## src/hdl/isort_pkg.sv

```systemverilog
// Shared types and constants for the insertion sorter.
package isort_pkg;

    localparam int unsigned DATA_W = 32;

    typedef logic signed [DATA_W-1:0] data_t;

    typedef struct packed {
        logic insert;
        logic drain;
    } cell_ctrl_t;

    typedef enum logic {
        ST_FILL,
        ST_DRAIN
    } sorter_state_t;

endpackage

```

## src/hdl/isort_cell.sv

```systemverilog
// One slot of the sorting chain: compare with the new value, shift right on insert,
// shift left on drain.
module isort_cell (
    input  logic                aclk,
    input  logic                aresetn,
    input  isort_pkg::cell_ctrl_t ctrl,
    input  isort_pkg::data_t    new_value,
    input  logic                left_valid,
    input  isort_pkg::data_t    left_value,
    input  logic                left_gt,
    input  logic                right_valid,
    input  isort_pkg::data_t    right_value,
    output logic                slot_valid,
    output isort_pkg::data_t    slot_value,
    output logic                slot_gt
);

    logic             valid_reg;
    logic             valid_next;
    isort_pkg::data_t value_reg;
    isort_pkg::data_t value_next;

    // an empty slot acts as larger than anything
    assign slot_gt    = !valid_reg || (value_reg > new_value);
    assign slot_valid = valid_reg;
    assign slot_value = value_reg;

    always_comb begin
        valid_next = valid_reg;
        value_next = value_reg;
        priority if (ctrl.drain) begin
            valid_next = right_valid;
            value_next = right_value;
        end else if (ctrl.insert && slot_gt) begin
            if (left_gt) begin
                valid_next = left_valid;
                value_next = left_value;
            end else begin
                valid_next = 1'b1;
                value_next = new_value;
            end
        end
    end

    always_ff @(posedge aclk) begin
        if (!aresetn) begin
            valid_reg <= 1'b0;
        end else begin
            valid_reg <= valid_next;
        end
        value_reg <= value_next;
    end

endmodule

```

## config.mk

```make
export PLATFORM = sky130hd
export DESIGN_NAME = isort_cell
export DESIGN_NICKNAME = d
export VERILOG_FILES = /design/src/hdl/isort_pkg.sv /design/src/hdl/isort_cell.sv
export SDC_FILE = /design/constraint.sdc
export NUM_CORES = 1
export LEC_CHECK = 0
export ABC_AREA = 1
export BUFFER_PORTS_ARGS = -buffer_cell sky130_fd_sc_hd__buf_2
export CORE_MARGIN = 3
export CORE_UTILIZATION = 46
export DETAILED_ROUTE_END_ITERATION = 10
export PLACE_DENSITY = 0.92
export SYNTH_ARGS = -nofsm -noshare
export SYNTH_HDL_FRONTEND = slang
export SYNTH_SLANG_ARGS = --single-unit
```

## constraint.sdc

```tcl
create_clock -name aclk -period 2.45 [get_ports aclk]
set_input_delay 0.3675 -clock aclk [delete_from_list [all_inputs] [get_ports aclk]]
set_output_delay 0.3675 -clock aclk [all_outputs]
set_load 0.02 [all_outputs]
```

==> out/qor.txt, run 1 <==
outcome = complete, no violations
vias in the first global route = 2591
fraction of registers with async set/reset = 0
area share of the largest cell type after synthesis = 0.372
Die H = 80.9 um
largest net degree at the start of global routing = 60
setup ws final = 0.0665 ns
RSZ-0062 raised after global routing = yes
setup_tns = 0 ns
post-place setup slack = 0.113 ns
Clock Skew = 0.00776 ns
Detailed Routing Iterations Pass 1 = 4
Worst Tran Pin Value = 0.957 ns
H-tree levels = 2
n_diodes = 0
post-route core utilization = 0.671
num rows = 26
die area = 6550 um^2
arrival time of the worst setup path = 2.02 ns
Yosys top cell by area = edfxtp_1
worst path cell trace = ha_4, a21oi_2, nor2_1, nor2_1, nand3_2, a21oi_2, nand2_1, nand2_1, nand2_1, nand2_1, nand2_2, buf_6
Final setup viols = 0
CP peak stage delay = 0.44 ns
Layout area overhead = 36.8%
Seq/Total Area, Yosys = 0.380
first-pass GRT wire length = 10600 um
internal power = 1180 uW
Max VDD drop = 299 uV
CTS tree = yes
Synthesis Warnings = 0
DR iter-0 viols = 91
reg2reg end = slot_value[11]$_DFFE_PP_
detailed placer's ending HPWL = 5680 um
Crit path required time = 2.08 ns
number of synthesized flops with an enable pin = 32
maximum clock frequency = 0.420 GHz
type of origin of the critical path = register
CP Class = reg2out
clock sinks = 33
vias per cell = 5.09
Slew headroom = 0.361
Area contributors post-synth = edfxtp_1, ha_1, nand2_1, o211ai_1, o21a_1
Die W = 80.9 um
clk buf depth = 2
Filler cells = 453
Slew Limit Fails = 0
Post-CTS Hold Fix Bufs = 0
GRT overflow = 0
fin area = 3530 um^2
via count = 2595
synthesized area per cell = 8.50 um^2
placed inst area = 3360 um^2
Worst setup endpoint = slot_gt
number of max-cap violations = 0
critical path peak fanout = 2
Leak = 0.00178 uW
crit-path most repeated cell = nand2_1
GRT Total Usage = 0.205
synth unique cells = 22
Comb pwr share = 0.344
Mapped Area = 2580 um^2
layout cells sized above 1 = 0.384
sequential power share = 0.414
Final ANT Viol Nets = 0
worst hold path class = in2reg
footprint of the multi-input gates = 1450 um^2
Syn Inst Count = 304
Slowest-stage cell, CP = edfxtp_1
antenna violations before repair = 0
Final min period = 2.38 ns
# port buffers = 136
element type at the critical path end = primary output
total power = 1750 uW
CTS root buffer = clkbuf_8
Initial Util = 0.490
routed len/inst = 13.9 um
Power Density = 496 nW/um^2
reg2reg start = slot_value[20]$_DFFE_PP_
Synth Net Count = 439
sw frac = 0.325
clock buffer count from CTS = 5
worst r2r path cells = 14
FF-to-FF setup slack = 0.16 ns
Post-synth top cells = nand2_1, inv_1, edfxtp_1, ha_1
Sw Pwr = 571 uW
crit share post-route = 0.973
DRC Markers = 0
most instantiated library cell after synthesis = nand2_1
Crit. Startpoint = slot_value[21]$_DFFE_PP_
boundary pin count = 137
Clock transition at path regs = 0.07 ns
core area = 5270 um^2
fin nets = 574
routed wire length = 7100 um
Storage cell area = 981 um^2
ys flop type = edfxtp_1
hold violation total from the final report = 0
#FFs+latches synth = 33
Clk Latency, worst-skew pair = 0.28 ns
gpl congestion = 0.840
clock power share = 0.242
-- critical path: cells and delay by family, from the launching register on --
family,cells,cell delay [ns]
buffers and inverters,1,0.14
flip-flops,1,0.44
AO/OA/AOI/OAI,2,0.30
AND/OR/NAND/NOR,8,0.58
adder cells (fa/ha/maj),1,0.29
-- routing by layer --
layer  GRT usage  up-vias  part of all wire
met4      0.0676        0            0.0093
met5           0        -                 0
met1       0.223     1176              0.38
met2       0.404       95              0.55
li1            -     1318                 -
met3      0.0266        6             0.059
-- state kept, by name, summed over array words and instances (netlist names) --
signal / cells
slot_value: 32
slot_valid: 1
-- power groups by stage --
stage | logic, uW | clock network [uW] | registers [uW]
detailed placement | 567 | 0 | 736
floorplan | 276 | 0 | 807
finish | 604 | 424 | 727
global placement | 543 | 0 | 735
global route | 672 | 451 | 734
CTS | 571 | 430 | 724
-- how the worst min path moves through the flow --
stage | from | to | slack, ns | cells after the start
detailed placement | slot_valid$_SDFFE_PN0P_ | slot_valid$_SDFFE_PN0P_ | 0.60 | 2
global route | aresetn | slot_valid$_SDFFE_PN0P_ | 0.35 | 3
CTS | aresetn | slot_valid$_SDFFE_PN0P_ | 0.32 | 3
global placement | slot_valid$_SDFFE_PN0P_ | slot_valid$_SDFFE_PN0P_ | 0.60 | 2
floorplan | aresetn | slot_valid$_SDFFE_PN0P_ | 0.51 | 2
finish | aresetn | slot_valid$_SDFFE_PN0P_ | 0.33 | 3
-- area by class of cell --
| cell class | count | area share |
|---|---|---|
| multi-input combinational | 213 | 0.411 |
| tap | 70 | 0.0248 |
| inverter | 44 | 0.0467 |
| clock buffer | 8 | 0.0255 |
| sequential | 33 | 0.278 |
| timing repair buffer | 142 | 0.214 |
-- cell families (layout without fill, tap and decap cells) --
group                      after synthesis  after routing  share of synthesized area
AOI/OAI and AO/OA                       84             84                      0.224
DFF                                     33             33                      0.380
and+or+nand+nor                         97             97                      0.154
adders and majority gates               32             32                      0.155
buffers and inverters                   58            194                     0.0881
-- cells in the final DEF (no fill, tap or decap) --
| cell type | instances |
|---|---|
| inv_1 | 43 |
| nand3_2 | 1 |
| nor2_2 | 2 |
| inv_2 | 1 |
| nor2_4 | 1 |
| o21a_1 | 29 |
| clkbuf_1 | 2 |
| o211ai_1 | 29 |
| o31ai_1 | 1 |
| nand3_1 | 2 |
| nor2_1 | 13 |
| a21oi_1 | 17 |
| o21ai_0 | 1 |
| o21ai_1 | 1 |
| o21a_2 | 1 |
| a21o_1 | 1 |
| nor4_2 | 1 |
| dfxtp_1 | 1 |
| buf_12 | 2 |
| a21oi_2 | 4 |
| nand2_1 | 68 |
| ha_1 | 29 |
| nand2_4 | 2 |
| buf_4 | 4 |
| buf_2 | 135 |
| nand2_2 | 5 |
| ha_4 | 3 |
| clkbuf_8 | 6 |
| nand4_1 | 2 |
| edfxtp_1 | 32 |
| buf_6 | 1 |
-- metrics by stage --
step | hold slack (ns) | std cells
finish | 0.328 | 510
CTS | 0.324 | 509
global route | 0.346 | 510
global placement | 0.597 | 501
detailed placement | 0.597 | 501
floorplan | 0.508 | 304
-- what timing repair did --
| action | 4_1_cts | 5_1_grt |
|---|---|---|
| resized for setup | 0 | 16 |
| endpoints found under the setup margin | 0 | 1 |
| buffers inserted | 0 | 1 |
No activity file was read; power rests on OpenSTA's default activity.
==> run 2, diff against run 1 <==
RECOVER_POWER = 100   (was default)
clock period = 2.5 ns   (was 2.45 ns; I/O delays follow)
==> run 2 against run 1 <==
Compared with the run above:
- sequential share of layout area shrank 0.29 points
- non-clock buffer count up 4
- via count increased by 2.7%
- register-to-register slack got worse by 0.07 ns
- first-iteration DRC count increased by 13%
- clock skew decreased by 0.0031 ns
- design area is 1.1% higher
- routed wire length grew 4.1%
- critical endpoint unchanged
- highest routed layer unchanged
==> out/qor.txt, run 2 (same netlist as run 1, synthesis figures left out) <==
outcome = complete, no violations
CP Class = reg2out
Power Density = 477 nW/um^2 (-3.9%)
fin nets = 578 (+0.70%)
die area = 6550 um^2 (unchanged)
element type at the critical path end = primary output
num rows = 26 (unchanged)
routed wire length = 7390 um (+4.1%)
worst path cell trace = ha_1, nand2_1, o21ai_0, nand2_1, nand2_1, a21oi_2, nand2_1, nand2_1, nand2_1, nand2_1, nand2_2, buf_6
vias in the first global route = 2683 (+3.6%)
clock sinks = 33 (unchanged)
critical path peak fanout = 2 (unchanged)
GRT overflow = 0 (unchanged)
Die H = 80.9 um (unchanged)
vias per cell = 5.19 (+1.9%)
H-tree levels = 2 (unchanged)
Storage cell area = 981 um^2 (unchanged)
layout cells sized above 1 = 0.329 (-0.0553)
largest net degree at the start of global routing = 33 (-45%)
clock buffer count from CTS = 5 (unchanged)
CP peak stage delay = 0.40 ns (-0.04 ns)
core area = 5270 um^2 (unchanged)
commonest cells after routing, fill and taps aside = buf_2, nand2_1, inv_1
Clock transition at path regs = 0.07 ns (about the same)
hold violation total from the final report = 0 (unchanged)
via count = 2666 (+2.7%)
Detailed Routing Iterations Pass 1 = 4 (unchanged)
Slew headroom = 0.525 (+0.164)
Layout area overhead = 38.3%
DR iter-0 viols = 103 (+13%)
setup ws final = 0.0671 ns (+0.000570 ns)
Leak = 0.00171 uW (-4.3%)
Filler cells = 439 (-3.1%)
CTS tree = yes
Die W = 80.9 um (unchanged)
Max VDD drop = 249 uV (-17%)
DRC Markers = 0 (unchanged)
worst hold path class = in2reg
arrival time of the worst setup path = 2.06 ns (+0.04 ns)
Slowest-stage cell, CP = edfxtp_1
GRT Total Usage = 0.208 (+0.00310)
boundary pin count = 137 (unchanged)
crit-path most repeated cell = nand2_1
Initial Util = 0.490 (unchanged)
most common cell after layout, fill and taps aside = buf_2
routed len/inst = 14.4 um (+3.3%)
detailed placer's ending HPWL = 5600 um (-1.3%)
Clock Skew = 0.00469 ns (-0.00306 ns)
Clk Latency, worst-skew pair = 0.28 ns (about the same)
crit share post-route = 0.973
max FFs per register = 32 (unchanged)
maximum clock frequency = 0.411 GHz
n_diodes = 0 (unchanged)
# port buffers = 136 (unchanged)
footprint of the multi-input gates = 1510 um^2 (+4.0%)
Crit path required time = 2.12 ns (+0.04 ns)
first-pass GRT wire length = 10900 um (+3.3%)
Slew Limit Fails = 0 (unchanged)
Worst Tran Pin Value = 0.712 ns (-0.245 ns)
Final min period = 2.43 ns
Final setup viols = 0 (unchanged)
number of max-cap violations = 0 (unchanged)
clk buf depth = 2 (unchanged)
antenna violations before repair = 0 (unchanged)
CTS root buffer = clkbuf_8
post-place setup slack = 0.144 ns (+0.0304 ns)
Final ANT Viol Nets = 0 (unchanged)
placed inst area = 3350 um^2 (-0.15%)
setup_tns = 0 ns (unchanged)
gpl congestion = 0.767 (-8.7%)
type of origin of the critical path = register
fin area = 3570 um^2 (+1.1%)
RSZ-0062 raised after global routing = yes
-- run 2: changes by cell type in the layout (fill, tap and decap cells not counted), sizes merged --
cell / delta
buf: -28
clkbuf: +29
clkinv: +3
-- run 2: what timing repair did --
item | 4_1_cts | 5_1_grt
buffers inserted | 0 | 5
hold buffers | 0 | 0
endpoints found under the setup margin | 0 | 1
gates resized for setup | 0 | 23
-- run 2: final cells by class --
cell class,count,share of cell area
clock buffer,5,0.0193
clock inverter,3,0.00350
inverter,44,0.0462
multi-input combinational,213,0.423
sequential,33,0.275
tap,70,0.0245
timing repair buffer,146,0.208
-- run 2: layer usage --
layer	vias to the layer above	wire length, um	track usage
met1	1211	2760	0.238
met4	0	153	0.0743
met3	14	484	0.0399
met5	-	0	0
met2	118	3990	0.384
li1	1323	-	-
-- run 2: critical path: cells and delay by family, from the launching register on --
family / cells / cell delay, ns
AO/OA/AOI/OAI: 2 / 0.35
adder cells (fa/ha/maj): 1 / 0.31
buffers and inverters: 1 / 0.12
flip-flops: 1 / 0.40
AND/OR/NAND/NOR: 8 / 0.59
-- run 2: per-stage QoR --
stage / std cells / hold WS [ns] / utilization / power [uW]
finish: 514 / 0.344 / 0.678 / 1700
global route: 514 / 0.348 / 0.678 / 1800
CTS: 509 / 0.340 / 0.651 / 1650
detailed placement: 501 / 0.607 / 0.636 / 1280
global placement: 501 / 0.604 / 0.636 / 1250
floorplan: 304 / 0.516 / - / 1060
-- run 2: path summary, 6_finish.rpt --
kind | start | end | slack [ns] | cells past startpoint
worst max-delay path | slot_value[27]$_DFFE_PP_ | slot_gt | 0.07 | 12
worst min-delay path | aresetn | slot_valid$_SDFFE_PN0P_ | 0.34 | 3
worst max register to register | slot_value[27]$_DFFE_PP_ | slot_value[19]$_DFFE_PP_ | 0.09 | 15
worst min register to register | slot_valid$_SDFFE_PN0P_ | slot_valid$_SDFFE_PN0P_ | 0.62 | 2
-- run 2: report_power, final --
part	total [uW]	switching (uW)	internal [uW]
clock network	379	191	187
logic	605	347	259
registers	720	39.7	680
